==> src/rtl/core/asmt_pkg.sv <==
// shared types and constants for the alignment score and mismatch tag block
`timescale 1ns / 1ps
package asmt_pkg;

  // element codes on the input channel
  typedef enum logic [1:0] {
    CMD_ALIGNED = 2'd0,
    CMD_INSERT  = 2'd1,
    CMD_DELETE  = 2'd2,
    CMD_END     = 2'd3
  } cmd_e;

  // record codes on the output channel
  typedef enum logic [1:0] {
    KIND_MISMATCH  = 2'd0,
    KIND_DEL_START = 2'd1,
    KIND_DEL_CONT  = 2'd2,
    KIND_TOTALS    = 2'd3
  } kind_e;

  // configuration register indexes
  localparam logic [2:0] REG_MM_MAX      = 3'd0;
  localparam logic [2:0] REG_MM_MIN      = 3'd1;
  localparam logic [2:0] REG_UNKNOWN     = 3'd2;
  localparam logic [2:0] REG_READ_OPEN   = 3'd3;
  localparam logic [2:0] REG_READ_EXTEND = 3'd4;
  localparam logic [2:0] REG_REF_OPEN    = 3'd5;
  localparam logic [2:0] REG_REF_EXTEND  = 3'd6;

  localparam int unsigned CFG_W   = 6;
  localparam int unsigned QUAL_W  = 7;
  localparam int unsigned PROD_W  = CFG_W + QUAL_W;
  localparam int unsigned CNT_W   = 11;
  localparam int unsigned SCORE_W = 18;
  localparam int unsigned CHG_W   = 7;

  localparam logic [7:0] CH_N       = 8'd78;
  localparam logic [7:0] PHRED_BASE = 8'd33;
  localparam logic [CNT_W-1:0] FIELD11_MAX = '1;
  localparam logic [SCORE_W-1:0] SCORE_MIN = {1'b1, {(SCORE_W-1){1'b0}}};

  // penalty register file
  typedef struct packed {
    logic [CFG_W-1:0] mm_max;
    logic [CFG_W-1:0] mm_min;
    logic [CFG_W-1:0] unknown;
    logic [CFG_W-1:0] read_open;
    logic [CFG_W-1:0] read_extend;
    logic [CFG_W-1:0] ref_open;
    logic [CFG_W-1:0] ref_extend;
  } cfg_t;

  // classified element held in the queue
  typedef struct packed {
    cmd_e              cmd;
    logic              mismatch;
    logic              any_n;
    logic              ref_n;
    logic              opens;
    logic              has_result;
    logic [PROD_W-1:0] prod;
    logic [7:0]        ref_base;
  } entry_t;

  // queue status seen by both sides
  typedef struct packed {
    logic full;
    logic empty;
  } q_stat_t;

endpackage

==> src/rtl/core/asmt_in_if.sv <==
// input channel carrying one alignment element per transaction
`timescale 1ns / 1ps
interface asmt_in_if;
  logic       valid;
  logic       ready;
  logic [1:0] cmd;
  logic [7:0] read_base;
  logic [7:0] ref_base;
  logic [7:0] quality;
  logic       opens_gap;

  modport source (output valid, cmd, read_base, ref_base, quality, opens_gap,
                  input ready);
  modport sink (input valid, cmd, read_base, ref_base, quality, opens_gap,
                output ready);
endinterface

==> src/rtl/core/asmt_out_if.sv <==
// output channel carrying one md record or read totals per transaction
`timescale 1ns / 1ps
interface asmt_out_if;
  logic               valid;
  logic               ready;
  logic [1:0]         kind;
  logic [10:0]        run_length;
  logic [7:0]         md_base;
  logic signed [17:0] score;
  logic [10:0]        mismatches;
  logic [10:0]        gap_opens;
  logic [10:0]        gap_extends;
  logic [11:0]        edit_distance;

  modport source (output valid, kind, run_length, md_base, score, mismatches,
                  gap_opens, gap_extends, edit_distance, input ready);
  modport sink (input valid, kind, run_length, md_base, score, mismatches,
                gap_opens, gap_extends, edit_distance, output ready);
endinterface

==> src/rtl/core/asmt_front.sv <==
// front end: accepts elements, compares bases and forms the quality product
`timescale 1ns / 1ps
module asmt_front
  import asmt_pkg::*;
#(
  parameter int unsigned QUAL_CAP = 40
) (
  asmt_in_if.sink item_i,
  input  cfg_t    cfg_i,
  input  q_stat_t q_stat_i,
  output logic    push_o,
  output entry_t  entry_o
);

  localparam logic [QUAL_W-1:0] QCAP = QUAL_W'(QUAL_CAP);

  logic [7:0]        q_raw;
  logic [QUAL_W-1:0] q_clamp;
  logic [CFG_W-1:0]  diff;
  logic              mism;
  logic              any_n;
  cmd_e              cmd;

  // handshake: take a transaction whenever the queue has room
  assign item_i.ready = !q_stat_i.full;
  assign push_o       = item_i.valid && !q_stat_i.full;

  // quality offset removal and cap
  always_comb begin
    q_raw = (item_i.quality > PHRED_BASE) ? (item_i.quality - PHRED_BASE) : 8'd0;
    if (q_raw > {1'b0, QCAP}) begin
      q_clamp = QCAP;
    end else begin
      q_clamp = q_raw[QUAL_W-1:0];
    end
  end

  // penalty span, zero when min is above max
  assign diff = (cfg_i.mm_max > cfg_i.mm_min) ? (cfg_i.mm_max - cfg_i.mm_min) : '0;

  assign cmd   = cmd_e'(item_i.cmd);
  assign mism  = item_i.read_base != item_i.ref_base;
  assign any_n = (item_i.read_base == CH_N) || (item_i.ref_base == CH_N);

  // classify the element
  always_comb begin
    entry_o.cmd        = cmd;
    entry_o.mismatch   = mism;
    entry_o.any_n      = any_n;
    entry_o.ref_n      = item_i.ref_base == CH_N;
    entry_o.opens      = item_i.opens_gap;
    entry_o.prod       = PROD_W'(diff) * PROD_W'(q_clamp);
    entry_o.ref_base   = item_i.ref_base;
    case (cmd)
      CMD_ALIGNED: entry_o.has_result = mism;
      CMD_INSERT:  entry_o.has_result = 1'b0;
      default:     entry_o.has_result = 1'b1;
    endcase
  end

endmodule

==> src/rtl/core/asmt_queue.sv <==
// two-entry queue between the front end and the scoring back end
`timescale 1ns / 1ps
module asmt_queue
  import asmt_pkg::*;
(
  input  logic    clk_i,
  input  logic    rst_ni,
  input  logic    push_i,
  input  entry_t  entry_i,
  input  logic    pop_i,
  output entry_t  entry_o,
  output q_stat_t q_stat_o
);

  logic [1:0] count_q, count_d;
  logic       wr_ptr_q;
  logic       rd_ptr_q;
  entry_t     mem_q [2];

  assign q_stat_o.full  = count_q == 2'd2;
  assign q_stat_o.empty = count_q == 2'd0;
  assign entry_o        = mem_q[rd_ptr_q];

  always_comb begin
    count_d = count_q;
    case ({push_i, pop_i})
      2'b10:   count_d = count_q + 2'd1;
      2'b01:   count_d = count_q - 2'd1;
      default: count_d = count_q;
    endcase
  end

  // pointers and fill level
  always_ff @(posedge clk_i or negedge rst_ni) begin
    if (!rst_ni) begin
      count_q  <= '0;
      wr_ptr_q <= 1'b0;
      rd_ptr_q <= 1'b0;
    end else begin
      count_q <= count_d;
      if (push_i) begin
        wr_ptr_q <= !wr_ptr_q;
      end
      if (pop_i) begin
        rd_ptr_q <= !rd_ptr_q;
      end
    end
  end

  // entry storage
  always_ff @(posedge clk_i) begin
    if (push_i) begin
      mem_q[wr_ptr_q] <= entry_i;
    end
  end

endmodule

==> src/rtl/core/asmt_back.sv <==
// back end: applies penalties, updates counters and registers results
`timescale 1ns / 1ps
module asmt_back
  import asmt_pkg::*;
#(
  parameter int unsigned MAX_READ_LEN = 1024,
  parameter int unsigned QUAL_CAP     = 40
) (
  input  logic    clk_i,
  input  logic    rst_ni,
  input  cfg_t    cfg_i,
  input  entry_t  entry_i,
  input  q_stat_t q_stat_i,
  output logic    pop_o,
  asmt_out_if.source result_o
);

  localparam logic [CNT_W-1:0] CNT_CAP =
    (MAX_READ_LEN > 2047) ? FIELD11_MAX : CNT_W'(MAX_READ_LEN);
  localparam int unsigned RSH = 20;
  localparam int unsigned RECIP_W = RSH + 1;
  localparam logic [RECIP_W-1:0] RECIP =
    RECIP_W'(((2 ** RSH) + QUAL_CAP - 1) / QUAL_CAP);
  localparam int unsigned MUL_W = PROD_W + RECIP_W;

  function automatic logic [CNT_W-1:0] bump(input logic [CNT_W-1:0] v);
    bump = (v < CNT_CAP) ? (v + 1'b1) : CNT_CAP;
  endfunction

  logic signed [SCORE_W-1:0] score_q, score_d;
  logic [CNT_W-1:0]          mm_q, mm_d;
  logic [CNT_W-1:0]          go_q, go_d;
  logic [CNT_W-1:0]          ge_q, ge_d;
  logic [CNT_W-1:0]          run_q, run_d;
  logic                      in_del_q, in_del_d;

  logic                      out_valid_q;
  kind_e                     kind_q, kind_d;
  logic [CNT_W-1:0]          run_len_q, run_len_d;
  logic [7:0]                md_base_q, md_base_d;
  logic [SCORE_W-1:0]        tot_score_q, tot_score_d;
  logic [CNT_W-1:0]          tot_mm_q, tot_mm_d;
  logic [CNT_W-1:0]          tot_go_q, tot_go_d;
  logic [CNT_W-1:0]          tot_ge_q, tot_ge_d;
  logic [CNT_W:0]            tot_ed_q, tot_ed_d;

  logic [MUL_W-1:0]          scaled;
  logic [CFG_W-1:0]          quot;
  logic [CHG_W-1:0]          mm_pen;
  logic [CHG_W-1:0]          charge;
  logic [SCORE_W:0]          diff;
  logic                      del_start;
  logic                      out_free;

  // handshake: items without a record never wait on the output register
  assign out_free = !out_valid_q || result_o.ready;
  assign pop_o    = !q_stat_i.empty && (!entry_i.has_result || out_free);

  // scaled mismatch penalty, division by the cap through a reciprocal
  assign scaled = MUL_W'(entry_i.prod) * MUL_W'(RECIP);
  assign quot   = scaled[RSH +: CFG_W];
  assign mm_pen = entry_i.any_n ? CHG_W'(cfg_i.unknown)
                                : (CHG_W'(cfg_i.mm_min) + CHG_W'(quot));

  assign del_start = entry_i.opens || !in_del_q;

  // total charge for this element
  always_comb begin
    case (entry_i.cmd)
      CMD_ALIGNED: begin
        if (entry_i.mismatch) begin
          charge = mm_pen;
        end else if (entry_i.ref_n) begin
          charge = CHG_W'(cfg_i.unknown);
        end else begin
          charge = '0;
        end
      end
      CMD_INSERT:
        charge = (entry_i.opens ? CHG_W'(cfg_i.read_open) : '0) +
                 CHG_W'(cfg_i.read_extend);
      CMD_DELETE:
        charge = (del_start ? CHG_W'(cfg_i.ref_open) : '0) +
                 CHG_W'(cfg_i.ref_extend);
      default: charge = '0;
    endcase
  end

  // saturating score update, underflow when the result drops below the floor
  assign diff = {score_q[SCORE_W-1], score_q} - (SCORE_W+1)'(charge);

  always_comb begin
    if (diff[SCORE_W] && !diff[SCORE_W-1]) begin
      score_d = signed'(SCORE_MIN);
    end else begin
      score_d = signed'(diff[SCORE_W-1:0]);
    end
  end

  // counters and record contents
  always_comb begin
    mm_d        = mm_q;
    go_d        = go_q;
    ge_d        = ge_q;
    run_d       = run_q;
    in_del_d    = 1'b0;
    kind_d      = KIND_TOTALS;
    run_len_d   = run_q;
    md_base_d   = entry_i.ref_base;
    tot_score_d = '0;
    tot_mm_d    = '0;
    tot_go_d    = '0;
    tot_ge_d    = '0;
    tot_ed_d    = '0;
    case (entry_i.cmd)
      CMD_ALIGNED: begin
        kind_d = KIND_MISMATCH;
        if (entry_i.mismatch) begin
          mm_d  = bump(mm_q);
          run_d = '0;
        end else begin
          run_d = bump(run_q);
        end
      end
      CMD_INSERT: begin
        if (entry_i.opens) begin
          go_d = bump(go_q);
        end
        ge_d = bump(ge_q);
      end
      CMD_DELETE: begin
        in_del_d = 1'b1;
        ge_d     = bump(ge_q);
        if (del_start) begin
          kind_d = KIND_DEL_START;
          go_d   = bump(go_q);
          run_d  = '0;
        end else begin
          kind_d    = KIND_DEL_CONT;
          run_len_d = '0;
        end
      end
      default: begin
        md_base_d   = '0;
        tot_score_d = score_q;
        tot_mm_d    = mm_q;
        tot_go_d    = go_q;
        tot_ge_d    = ge_q;
        tot_ed_d    = (CNT_W+1)'(mm_q) + (CNT_W+1)'(ge_q);
      end
    endcase
  end

  // read state and output register
  always_ff @(posedge clk_i or negedge rst_ni) begin
    if (!rst_ni) begin
      score_q     <= '0;
      mm_q        <= '0;
      go_q        <= '0;
      ge_q        <= '0;
      run_q       <= '0;
      in_del_q    <= 1'b0;
      out_valid_q <= 1'b0;
    end else begin
      if (pop_o) begin
        if (entry_i.cmd == CMD_END) begin
          score_q  <= '0;
          mm_q     <= '0;
          go_q     <= '0;
          ge_q     <= '0;
          run_q    <= '0;
          in_del_q <= 1'b0;
        end else begin
          score_q  <= score_d;
          mm_q     <= mm_d;
          go_q     <= go_d;
          ge_q     <= ge_d;
          run_q    <= run_d;
          in_del_q <= in_del_d;
        end
      end
      if (pop_o && entry_i.has_result) begin
        out_valid_q <= 1'b1;
      end else if (result_o.ready) begin
        out_valid_q <= 1'b0;
      end
    end
  end

  // record payload
  always_ff @(posedge clk_i) begin
    if (pop_o && entry_i.has_result) begin
      kind_q      <= kind_d;
      run_len_q   <= run_len_d;
      md_base_q   <= md_base_d;
      tot_score_q <= tot_score_d;
      tot_mm_q    <= tot_mm_d;
      tot_go_q    <= tot_go_d;
      tot_ge_q    <= tot_ge_d;
      tot_ed_q    <= tot_ed_d;
    end
  end

  assign result_o.valid         = out_valid_q;
  assign result_o.kind          = kind_q;
  assign result_o.run_length    = run_len_q;
  assign result_o.md_base       = md_base_q;
  assign result_o.score         = signed'(tot_score_q);
  assign result_o.mismatches    = tot_mm_q;
  assign result_o.gap_opens     = tot_go_q;
  assign result_o.gap_extends   = tot_ge_q;
  assign result_o.edit_distance = tot_ed_q;

endmodule

==> src/rtl/core/alignment_score_and_mismatch_tags.sv <==
// top level: alignment score and md record streamer
// Usage:
//   item_i carries one element of an aligned read per transaction: an aligned
//   base pair, an inserted read base, a deleted reference base or end of read.
//   result_o carries at most one record per element: a mismatch, a deletion
//   start or continuation base, or the read totals with the edit distance.
//   Penalty registers are written through cfg_we_i / cfg_idx_i / cfg_wdata_i
//   while no element is in flight; indexes past the last register are ignored.
// Timing:
//   one element per cycle sustained while no record is held back by the
//   receiver; a record passes through the queue and is then scored straight
//   into the output register, from which it is valid on result_o. The
//   scoring back end sets the rate: its score and counter update is
//   combinational from the queue head into the registered read state.
//   When the receiver stalls, the record holds in the output register and the
//   queue absorbs two more elements before item_i.ready drops; elements that
//   make no record keep flowing past a held record.
//   Reset clears the running totals, the queue and the output register and
//   loads the default penalties.
`timescale 1ns / 1ps
module alignment_score_and_mismatch_tags
  import asmt_pkg::*;
#(
  parameter int unsigned MAX_READ_LEN = 1024,
  parameter int unsigned QUAL_CAP     = 40
) (
  input  logic             clk_i,
  input  logic             rst_ni,
  input  logic             cfg_we_i,
  input  logic [2:0]       cfg_idx_i,
  input  logic [CFG_W-1:0] cfg_wdata_i,
  asmt_in_if.sink          item_i,
  asmt_out_if.source       result_o
);

  cfg_t    cfg_q;
  entry_t  front_entry;
  entry_t  head_entry;
  q_stat_t q_stat;
  logic    push;
  logic    pop;

  // penalty registers
  always_ff @(posedge clk_i or negedge rst_ni) begin
    if (!rst_ni) begin
      cfg_q.mm_max      <= CFG_W'(6);
      cfg_q.mm_min      <= CFG_W'(2);
      cfg_q.unknown     <= CFG_W'(1);
      cfg_q.read_open   <= CFG_W'(5);
      cfg_q.read_extend <= CFG_W'(3);
      cfg_q.ref_open    <= CFG_W'(5);
      cfg_q.ref_extend  <= CFG_W'(3);
    end else if (cfg_we_i) begin
      case (cfg_idx_i)
        REG_MM_MAX:      cfg_q.mm_max      <= cfg_wdata_i;
        REG_MM_MIN:      cfg_q.mm_min      <= cfg_wdata_i;
        REG_UNKNOWN:     cfg_q.unknown     <= cfg_wdata_i;
        REG_READ_OPEN:   cfg_q.read_open   <= cfg_wdata_i;
        REG_READ_EXTEND: cfg_q.read_extend <= cfg_wdata_i;
        REG_REF_OPEN:    cfg_q.ref_open    <= cfg_wdata_i;
        REG_REF_EXTEND:  cfg_q.ref_extend  <= cfg_wdata_i;
        default:         cfg_q             <= cfg_q;
      endcase
    end
  end

  asmt_front #(
    .QUAL_CAP (QUAL_CAP)
  ) u_front (
    .item_i   (item_i),
    .cfg_i    (cfg_q),
    .q_stat_i (q_stat),
    .push_o   (push),
    .entry_o  (front_entry)
  );

  asmt_queue u_queue (
    .clk_i    (clk_i),
    .rst_ni   (rst_ni),
    .push_i   (push),
    .entry_i  (front_entry),
    .pop_i    (pop),
    .entry_o  (head_entry),
    .q_stat_o (q_stat)
  );

  asmt_back #(
    .MAX_READ_LEN (MAX_READ_LEN),
    .QUAL_CAP     (QUAL_CAP)
  ) u_back (
    .clk_i    (clk_i),
    .rst_ni   (rst_ni),
    .cfg_i    (cfg_q),
    .entry_i  (head_entry),
    .q_stat_i (q_stat),
    .pop_o    (pop),
    .result_o (result_o)
  );

  // queue never reports full and empty together, never pops when empty
  assert property (@(posedge clk_i) disable iff (!rst_ni)
    !(q_stat.full && q_stat.empty) && !(pop && q_stat.empty))
    else $error("queue status inconsistent");

  // totals record carries a consistent edit distance
  assert property (@(posedge clk_i) disable iff (!rst_ni)
    (result_o.valid && result_o.kind == KIND_TOTALS) |->
    (result_o.edit_distance == 12'(result_o.mismatches) + 12'(result_o.gap_extends)))
    else $error("edit distance mismatch");

  // the score never goes positive
  assert property (@(posedge clk_i) disable iff (!rst_ni)
    (result_o.valid && result_o.kind == KIND_TOTALS) |->
    (result_o.score[17] || result_o.score == '0))
    else $error("positive score");

  // a deletion continuation base never reports a run length
  assert property (@(posedge clk_i) disable iff (!rst_ni)
    (result_o.valid && result_o.kind == KIND_DEL_CONT) |-> result_o.run_length == '0)
    else $error("run length on deletion continuation");

endmodule

==> src/flat_wrapper.sv <==
// flat-port wrapper written by rule: the top's interface ports become plain ports
module alignment_score_and_mismatch_tags_flat import asmt_pkg::*;
#(
  parameter int unsigned MAX_READ_LEN = 1024,
  parameter int unsigned QUAL_CAP     = 40
)
  (clk_i, rst_ni, cfg_we_i, cfg_idx_i, cfg_wdata_i, item_i_valid, item_i_cmd, item_i_read_base, item_i_ref_base, item_i_quality, item_i_opens_gap, item_i_ready, result_o_valid, result_o_kind, result_o_run_length, result_o_md_base, result_o_score, result_o_mismatches, result_o_gap_opens, result_o_gap_extends, result_o_edit_distance, result_o_ready);
  asmt_in_if item_i_i ();
  asmt_out_if result_o_i ();
  input  logic clk_i;
  input  logic rst_ni;
  input  logic cfg_we_i;
  input  logic [2:0] cfg_idx_i;
  input  logic [CFG_W-1:0] cfg_wdata_i;
  input wire logic [$bits(item_i_i.valid)-1:0] item_i_valid;
  input wire logic [$bits(item_i_i.cmd)-1:0] item_i_cmd;
  input wire logic [$bits(item_i_i.read_base)-1:0] item_i_read_base;
  input wire logic [$bits(item_i_i.ref_base)-1:0] item_i_ref_base;
  input wire logic [$bits(item_i_i.quality)-1:0] item_i_quality;
  input wire logic [$bits(item_i_i.opens_gap)-1:0] item_i_opens_gap;
  output wire logic [$bits(item_i_i.ready)-1:0] item_i_ready;
  output wire logic [$bits(result_o_i.valid)-1:0] result_o_valid;
  output wire logic [$bits(result_o_i.kind)-1:0] result_o_kind;
  output wire logic [$bits(result_o_i.run_length)-1:0] result_o_run_length;
  output wire logic [$bits(result_o_i.md_base)-1:0] result_o_md_base;
  output wire logic [$bits(result_o_i.score)-1:0] result_o_score;
  output wire logic [$bits(result_o_i.mismatches)-1:0] result_o_mismatches;
  output wire logic [$bits(result_o_i.gap_opens)-1:0] result_o_gap_opens;
  output wire logic [$bits(result_o_i.gap_extends)-1:0] result_o_gap_extends;
  output wire logic [$bits(result_o_i.edit_distance)-1:0] result_o_edit_distance;
  input wire logic [$bits(result_o_i.ready)-1:0] result_o_ready;
  assign item_i_i.valid = item_i_valid;
  assign item_i_i.cmd = item_i_cmd;
  assign item_i_i.read_base = item_i_read_base;
  assign item_i_i.ref_base = item_i_ref_base;
  assign item_i_i.quality = item_i_quality;
  assign item_i_i.opens_gap = item_i_opens_gap;
  assign item_i_ready = item_i_i.ready;
  assign result_o_valid = result_o_i.valid;
  assign result_o_kind = result_o_i.kind;
  assign result_o_run_length = result_o_i.run_length;
  assign result_o_md_base = result_o_i.md_base;
  assign result_o_score = result_o_i.score;
  assign result_o_mismatches = result_o_i.mismatches;
  assign result_o_gap_opens = result_o_i.gap_opens;
  assign result_o_gap_extends = result_o_i.gap_extends;
  assign result_o_edit_distance = result_o_i.edit_distance;
  assign result_o_i.ready = result_o_ready;
  alignment_score_and_mismatch_tags #(.MAX_READ_LEN(MAX_READ_LEN), .QUAL_CAP(QUAL_CAP)) u_core (.clk_i(clk_i), .rst_ni(rst_ni), .cfg_we_i(cfg_we_i), .cfg_idx_i(cfg_idx_i), .cfg_wdata_i(cfg_wdata_i), .item_i(item_i_i), .result_o(result_o_i));
endmodule
==> config.mk <==
export PLATFORM = sky130hd
export DESIGN_NAME = alignment_score_and_mismatch_tags_flat
export DESIGN_NICKNAME = d
export VERILOG_FILES = /design/src/rtl/core/asmt_pkg.sv /design/src/rtl/core/asmt_in_if.sv /design/src/rtl/core/asmt_out_if.sv /design/src/rtl/core/asmt_front.sv /design/src/rtl/core/asmt_queue.sv /design/src/rtl/core/asmt_back.sv /design/src/rtl/core/alignment_score_and_mismatch_tags.sv /design/src/flat_wrapper.sv
export SDC_FILE = /design/constraint.sdc
export NUM_CORES = 1
export LEC_CHECK = 0
export ABC_AREA = 1
export BUFFER_PORTS_ARGS = -buffer_cell sky130_fd_sc_hd__buf_4
export CORE_MARGIN = 4
export CORE_UTILIZATION = 34
export CTS_CLUSTER_DIAMETER = 100
export DETAILED_ROUTE_END_ITERATION = 10
export GPL_ROUTABILITY_DRIVEN = 0
export SLEW_MARGIN = 20
export SYNTH_ARGS = -nofsm -noshare
export SYNTH_HDL_FRONTEND = slang
export SYNTH_SLANG_ARGS = --single-unit
==> constraint.sdc <==
create_clock -name clk_i -period 14.1 [get_ports clk_i]
set_clock_uncertainty 0.1 [all_clocks]
set_input_delay 1.41 -clock clk_i [delete_from_list [all_inputs] [get_ports clk_i]]
set_output_delay 1.41 -clock clk_i [all_outputs]
set_load 0.005 [all_outputs]
=== Yosys cells after proc, flatten, opt, wreduce, memory -nomap -nowiden ===
Memories as Yosys holds them, arrays and structs flattened.
Cells that the tools add are included.

* Add/sub/neg operators: 13
* Order comparisons: 7
* Eq/ne operators: 18
* Mux-type cells: 40
* Reduce and logical (&&, ||, !) cells: 40
* Multiply operators: 2

{| class="wikitable"
|+ Operators with widths
! kind !! number
|-
| 2-to-1 mux 11 bit || 17
|-
| adder 11 x 1 -> 11 bit, second input constant || 4
|-
| less-than comparator 11 bit, second input constant || 4
|-
| case mux 11 bit (2 select lines) || 2
|-
| 2-to-1 mux 18 bit || 2
|-
| multiplier 13 x 15 -> 26 bit, second input constant || 1
|-
| 2-to-1 mux 6 bit || 4
|-
| adder 6 x 6 -> 7 bit || 3
|-
| 2-to-1 mux 7 bit || 3
|-
| case mux 7 bit (3 select lines) || 1
|-
| subtractor 18 x 8 -> 19 bit || 1
|-
| == test 8 x 7 -> 1 bit, second input constant || 2
|-
| > comparator 8 x 6 -> 1 bit, second input constant || 2
|-
| AND reduction 2 bit || 8
|-
| multiplier 6 x 7 -> 13 bit || 1
|-
| adder 11 x 11 -> 12 bit || 1
|-
| nonzero test 2 bit || 5
|-
| == test 3 bit, second input constant || 3
|-
| == test 2 bit, second input constant || 4
|-
| logical NOT 1 bit || 8
|-
| 2-to-1 mux 8 bit || 1
|-
| != test 8 bit || 1
|-
| case mux 2 bit (2 select lines) || 2
|-
| subtractor 8 x 6 -> 8 bit, second input constant || 1
|-
| 20 further kinds || 39
|}

* Bits in writable memories: 56
* Logic and storage cells: 146
* Memories: 1
* Input bits: 41
* Register bits: 194
* Output and inout port bits: 86

{| class="wikitable"
|+ Memory list
! memory !! words !! width !! rd ports !! clocked after Yosys merged registers in !! write ports !! line !! text
|-
| u_core.u_queue.mem_q || 2 || 28 || 1 || 0 || 1 || asmt_queue.sv:18 || <nowiki>entry_t mem_q [2];</nowiki>
|}

=== Logic depth before layout (Yosys ltp) ===
Gate-level depths: netlist of the first run.
An unclocked memory read counts as a cell.

* Depth after elaboration: 11
* Gate-level depth with buffers: 48
* Depth with buffers taken out: 47

=== Hierarchy ===
From an unflattened synthesis of the first run, not the netlist that was laid out.

* Cell total of the unflattened synthesis: 2146
* Area, all modules: 18113.6 µm²

{| class="wikitable"
|+ Modules (own cells, without submodules)
! module !! seq. area each (µm²) !! area an instance (µm²) !! instances !! cells each
|-
| asmt_back || 4124.0 || 11877.6 || 1 || 1441
|-
| asmt_queue || 1781.7 || 2311.0 || 1 || 170
|-
| asmt_front || 0.0 || 2229.6 || 1 || 339
|-
| alignment_score_and_mismatch_tags || 1066.0 || 1695.4 || 1 || 196
|}

=== Worst setup path after synthesis of the first run ===
OpenSTA, ideal clock, no wires.

* Kind: register to register
* Start: reg u_core.u_queue.rd_ptr_q
* End: reg u_core.u_back.score_q[10]
* Buffers on the path: 3
* Arrival time: 7473 ps
* Period minus slack after synthesis: 7690 ps
* Cell stages (with the launch flop): 41
* Slack: 6410 ps
* Cells stage by stage: dfrtp_1 buf_6 clkbuf_1 o21ai_0 inv_1 ha_1 fa_1 inv_1 fa_1 inv_1 fa_1 inv_1 fa_1 ha_1 nand2_1 o21ai_0 a21o_1 nand2_1 [... 5 more ...] fa_1 nand3b_1 nand2_1 nand2_1 a21boi_0 o211ai_1 nand3_1 nand2_1 ha_1 inv_1 nor2_1 a21oi_1 nand3_1 nor2_1 nand3_1 buf_2 nand3_1 nand2_1

* Word-level cells in the longest chain between the ends: 11

{| class="wikitable"
|+ Ends and longest elaborated chain
! item !! line !! text
|-
| start: declaration || asmt_queue.sv:17 || <nowiki>logic rd_ptr_q;</nowiki>
|-
| start signal: assignment || asmt_queue.sv:45 || <nowiki>rd_ptr_q <= !rd_ptr_q;</nowiki>
|-
| memory read (2 x 28 bit) * || -- ||
|-
| multiplier 13 x 15 -> 26 bit || asmt_back.sv:60 || <nowiki>assign scaled = MUL_W'(entry_i.prod) * MUL_W'(RECIP);</nowiki>
|-
| adder 6 x 6 -> 7 bit || asmt_back.sv:63 || <nowiki>: (CHG_W'(cfg_i.mm_min) + CHG_W'(quot));</nowiki>
|-
| 2-to-1 mux 7 bit || asmt_back.sv:62 || <nowiki>assign mm_pen = entry_i.any_n ? CHG_W'(cfg_i.unknown)</nowiki>
|-
| 2-to-1 mux 7 bit || asmt_back.sv:71 || <nowiki>if (entry_i.mismatch) begin</nowiki>
|-
| case mux 7 bit (3 select lines) || asmt_back.sv:69 || <nowiki>case (entry_i.cmd)</nowiki>
|-
| subtractor 18 x 8 -> 19 bit || asmt_back.sv:90 || <nowiki>assign diff = {score_q[SCORE_W-1], score_q} - (SCORE_W+1)'(charge);</nowiki>
|-
| logical NOT 1 bit || asmt_back.sv:93 || <nowiki>if (diff[SCORE_W] && !diff[SCORE_W-1]) begin</nowiki>
|-
| logical AND 1 bit || asmt_back.sv:93 ||
|-
| 2-to-1 mux 18 bit || asmt_back.sv:93 ||
|-
| 2-to-1 mux 18 bit || asmt_back.sv:166 || <nowiki>if (entry_i.cmd == CMD_END) begin</nowiki>
|-
| end signal: assignment || asmt_back.sv:174 || <nowiki>score_q <= score_d;</nowiki>
|-
| end: declaration || asmt_back.sv:30 || <nowiki>logic signed [SCORE_W-1:0] score_q, score_d;</nowiki>
|}

Mark *: on every way between the ends. The rest lies on a longest branch, timed or not.
A chain may end at the register's enable or synchronous reset.

=== Worst setup path after layout of the first run ===
* Start: reg u_core.u_queue.rd_ptr_q
* End: reg u_core.u_back.score_q[2]

The elaborated chain is that of the path after synthesis.

==> impl_metrics.toml, run 1 <==
[sta]
post-route-min-period_ps = 8960
holdWs_ps = 386
fin_crit_sh = 0.635
max_slew.worst_pin.slew_ps = 961
grt_setup_unrepaired = "no"
hold_violations = 0
fmax_mhz = 112
relSlewSlack = 0.359
setup_viol = 0
drv_slew = 0
finalWorstSetupSlack_ps = 5140
setup_tns_ps = 0

[cts]
path_clk_slew_ps = 60
clock_latency_ps = 580
cts-htree-levels = 1
cts_sinks = 250
clock-root-buffer = "clkbuf_16"
postCtsHoldBufs = 0
clock_path_buffers = 3
cts_tree = "done"
post_cts_buffers = 0
numCtsBuffers = 29
cts_resized = 0

[setup_path]
worstPathArrival_ps = 9320
worstPathRequired_ps = 14460
slowest_delay_ps = 570
crit_path_end_kind = "flip-flop"
crit_family = "adder cells"
start_kind = "flip-flop"
path_buf_inv = 8
critPathSlowestCell = "fa_1"
cp_max_fo = 33
cp_common_cell = "nand2_1"
crit_type = "flip-flop to flip-flop"

[yosys]
async_flop_share = 0.440
synthDistinctLibCells = 58
synth.cell_area_mm2 = 0.0174
synth_area_leaders = "edfxtp_1, dfrtp_1, ha_1, fa_1, nand2_1"
synth.most_common_cell = "nand2_1"
yosys_warnings = 0
synth_top_area_cell = "edfxtp_1"
synth-edff-count = 140
synth-main-ff-cell = "edfxtp_1"
avgSynthCellArea_um2 = 8.65
synthCells = 2016
ys_seq_elements = 250
seq_area_frac_synth = 0.400
yosysTopAreaCellShare = 0.241
ys_top_cells_by_count = "nand2_1, inv_1, ha_1"

[finish]
layout.nets = 2422
final_cell_count_no_fill = 2843
drive_above_1_share = 0.107
n_antenna_cell = 0
area_growth_pct = 15.1

[detailed_routing]
dr.pass1.iters = 6
wirelength_um = 40700
detail-route-antenna-nets = 0
routed_via_density = 4.72
wl_per_cell_um = 14.3
drc = 0
drt-initial-drc-count = 889
via_count = 13400

[floorplanning]
die_h_um = 234
num_io_pins = 127
chipWidth_um = 234
initial_core_util = 0.346
placementRows = 82
core_mm2 = 0.0504
dieArea_mm2 = 0.0549

[status]
status = "complete, no violations"

[placement]
dp_slack_ps = 5120
place_hpwl_um = 32400
portBuffers = 126
placedCellCount = 2789

[global_routing]
busiest_layer = "met2"
grt_max_degree = 78
grt_overflow_total = 0
grt_pass1_vias = 13200
grt_pass1_wl_um = 66200
grt_use_total = 0.147
grt_use_met2 = 0.241
grt_use_met1 = 0.210
antenna_found_initial = 0
grt_util_met3 = 0.0226

[flow_run]
max_cap_viol_count = 0

[min_path]
min_path_type = "flip-flop to flip-flop"
-- state kept, by name, summed over array words and instances, names as in the netlist, 2 cells and up --
signal	count
u_core.u_back.result_o.score	18
u_core.u_back.ge_q	11
u_core.u_back.result_o.mismatches	11
u_core.u_back.mm_q	11
u_core.cfg_q	42
u_core.u_back.result_o.edit_distance	12
u_core.u_back.result_o.gap_opens	11
u_core.u_back.go_q	11
u_core.u_back.score_q	18
u_core.u_queue.count_q	2
u_core.u_back.run_q	11
u_core.u_back.result_o.gap_extends	11
u_core.u_back.result_o.run_length	11
u_core.u_back.result_o.kind	2
u_core.u_back.result_o.md_base	8
u_core.u_queue.mem_q	56
-- worst reg2reg max path, delay by kind of cell (launching register included) --
| kind | cells | cell delay, ps |
|---|---|---|
| DFF | 1 | 320 |
| and+or+nand+nor | 22 | 3300 |
| buffers and inverters | 8 | 1040 |
| AOI/OAI and AO/OA | 3 | 650 |
| adders and majority gates | 8 | 3430 |
-- final timing paths --
kind / startpoint / endpoint / slack [ps] / cells after the start
setup / recovery: u_core.u_queue.rd_ptr_q / u_core.u_back.score_q[2] / 5140 / 41
hold / removal: u_core.cfg_q[11] / u_core.cfg_q[11] / 390 / 2
setup reg to reg: u_core.u_queue.rd_ptr_q / u_core.u_back.score_q[2] / 5140 / 41
hold reg to reg: u_core.cfg_q[11] / u_core.cfg_q[11] / 390 / 2
max in group asynchronous: rst_ni / u_core.cfg_q[15] / 11870 / 2
min in group asynchronous: rst_ni / u_core.u_back.ge_q[7] / 750 / 1
-- cell families after synthesis --
logic type / Yosys count / synth area share
adders and majority gates: 233 / 0.203
other: 2 / 0.000431
DFF: 250 / 0.400
xor gates and xnor gates: 38 / 0.0191
buffers and inverters: 433 / 0.0958
muxes: 1 / 0.000574
AOI/OAI and AO/OA: 289 / 0.0920
and+or+nand+nor: 770 / 0.189
-- layer usage --
metal	up-vias	share of wire	wire length [um]
li1	6731	-	-
met1	6316	0.48	19500
met2	316	0.45	18200
met3	47	0.058	2350
met4	0	0.014	584
met5	-	0	0
-- area by class of cell --
cell class                      count  area, um2
Fill cell                        5000      30300
Multi-Input combinational cell   1337       8810
Sequential cell                   250       6970
Inverter                          399       1500
Timing Repair Buffer              131        983
Tap cell                          672        841
Clock buffer                       37        776
Clock inverter                     17        179
-- stage by stage --
stage	instance area, um2	util
final	20100	0.398
after CTS	20100	0.398
after global routing	20100	0.398
after global placement	19100	0.379
after floorplan	17400	-
after detailed placement	19100	0.379
-- layout by cell type, fill, tap and decap left out, types with 3 or more instances in the layout --
cell type,instances
inv_1,392
edfxtp_1,140
o21bai_1,9
o22ai_1,3
nor3_1,22
conb_1,6
clkinv_2,6
nand4_1,21
clkbuf_16,29
nand3b_1,13
ha_1,150
a21o_1,8
dfrtp_1,98
xnor2_1,13
o211ai_1,4
nor4_1,4
nor2_1,147
clkbuf_1,6
a21boi_0,6
nor2_2,8
dfstp_2,12
o21a_1,5
nor2_4,5
or2_2,11
inv_2,5
nand3_1,93
buf_4,131
fa_1,82
a21oi_1,105
o21ai_1,5
nand2_2,6
a31oi_1,11
nand2_1,430
o21ai_0,118
clkinv_1,5
bufinv_16,3
xor2_1,25
Power of run 1 is left out: the tool's default activity adds up to more than one toggle a clock period on the data nets, which glitch-free logic cannot reach.
==> run 2: changes to the inputs <==
clock period = 8.54 ns   (was 14.1 ns; I/O delays follow)
==> run 2 against run 1 <==
Worst hold slack got worse by 130 ps; cell area grew 0.55%; die area did not move; sequential cell count unchanged; maximum frequency rose by 13%; clock-buffer cell count shrank 4; utilization grew 0.22 points; non-clock buffer count increased by 7; final cell count rose by 0.18%; critical path depth shrank 3; largest cell class unchanged.
==> impl_metrics.toml, run 2 (synthesized netlist as in run 1, its figures left out) <==
[cts]
cts-htree-levels = 1
clock_path_buffers = 3
clock-root-buffer = "clkbuf_16"
cts_tree = "done"
cts_sinks = 250
numCtsBuffers = 28
path_clk_slew_ps = 60
clock_latency_ps = 580
postCtsHoldBufs = 0

[setup_path]
worstPathRequired_ps = 8910
crit_type = "flip-flop to flip-flop"
start_kind = "flip-flop"
critPathSlowestCell = "fa_1"
crit_path_end_kind = "flip-flop"
slowest_delay_ps = 560
cp_max_fo = 11
cp_common_cell = "nand2_1"
worstPathArrival_ps = 8330

[detailed_routing]
dr.pass1.iters = 5
via_count = 13500
wirelength_um = 42100
detail-route-antenna-nets = 0
wl_per_cell_um = 14.8
routed_via_density = 4.74
drt-initial-drc-count = 762
drc = 0

[floorplanning]
dieArea_mm2 = 0.0549
placementRows = 82
die_h_um = 234
chipWidth_um = 234
core_mm2 = 0.0504
num_io_pins = 127
initial_core_util = 0.346

[sta]
drv_slew = 0
setup_tns_ps = 0
fmax_mhz = 126
post-route-min-period_ps = 7960
grt_setup_unrepaired = "no"
relSlewSlack = 0.387
max_slew.worst_pin.slew_ps = 915
fin_crit_sh = 0.932
hold_violations = 0
setup_viol = 0

[global_routing]
antenna_found_initial = 0
grt_pass1_wl_um = 69200
grt_max_degree = 85
grt_use_total = 0.153
grt_overflow_total = 0
grt_pass1_vias = 13600

[finish]
area_growth_pct = 15.8
post-route-cell-area_mm2 = 0.0202
fin_util = 0.401
top_regs = "u_core.u_queue.mem_q x56, u_core.cfg_q x42"
n_antenna_cell = 0
layout.nets = 2429
final_common_cell = "nand2_1"
fillCellCount = 4976
mostFrequentLayoutCells = "nand2_1, inv_1, ha_1"
regMostFlops = "u_core.u_queue.mem_q"
final_cell_count_no_fill = 2848
drive_above_1_share = 0.117
largest_reg_flops = 56

[placement]
portBuffers = 126
placedCellCount = 2792
place_area_mm2 = 0.0191
place_hpwl_um = 33200

[min_path]
min_path_type = "input port to asynchronous set/reset pin"

[flow_run]
max_cap_viol_count = 0

[status]
status = "complete, no violations"
-- run 2: path summary, 6_finish.rpt --
kind | startpoint | to | slack (ps) | depth (start not counted)
hold reg to reg | u_core.cfg_q[28] | u_core.cfg_q[28] | 390 | 2
setup / recovery | u_core.u_queue.rd_ptr_q | u_core.u_back.score_q[8] | 580 | 38
min in group clk_i | result_o_ready | u_core.u_back.result_o.valid | 380 | 2
setup reg to reg | u_core.u_queue.rd_ptr_q | u_core.u_back.score_q[8] | 580 | 38
max in group asynchronous | rst_ni | u_core.cfg_q[17] | 6830 | 2
hold / removal | rst_ni | u_core.u_back.go_q[6] | 260 | 1
-- run 2: what timing repair did --
item | in CTS | in global routing
resized for setup | 1 | 25
pin swaps | 0 | 3
setup endpoints to repair | 2 | 18
cloned | 0 | 1
buffers inserted | 0 | 3
-- run 2: cell type report --
class                      count  area [um2]  share of cell area
timing repair buffer         138        1070              0.0531
clock buffer                  33         729              0.0361
inverter                     399        1500              0.0745
multi-input combinational   1338        8900               0.441
clock inverter                18         159             0.00787
tap                          672         841              0.0417
sequential                   250        6970               0.346
-- run 2: critical path: cells and delay by family (launching register included) --
family / cells / cell delay (ps)
buf+inv: 7 / 660
compound gates: 8 / 1230
flops: 1 / 420
fa+ha+maj: 9 / 3720
simple gates: 14 / 1730
-- run 2: per-stage QoR --
stage,hold slack [ps],setup WS [ps]
floorplan,353,850
CTS,270,221
global route,302,18.1
finish,257,580
global placement,370,226
detailed placement,378,-58.1
-- run 2: metal layers --
layer,track usage,up-vias,routed length [um]
met5,0,-,0
met1,0.215,6383,19400
met4,0.0262,0,603
li1,-,6749,-
met3,0.0207,47,2440
met2,0.258,318,19600
Power of run 2 is left out for the same reason.
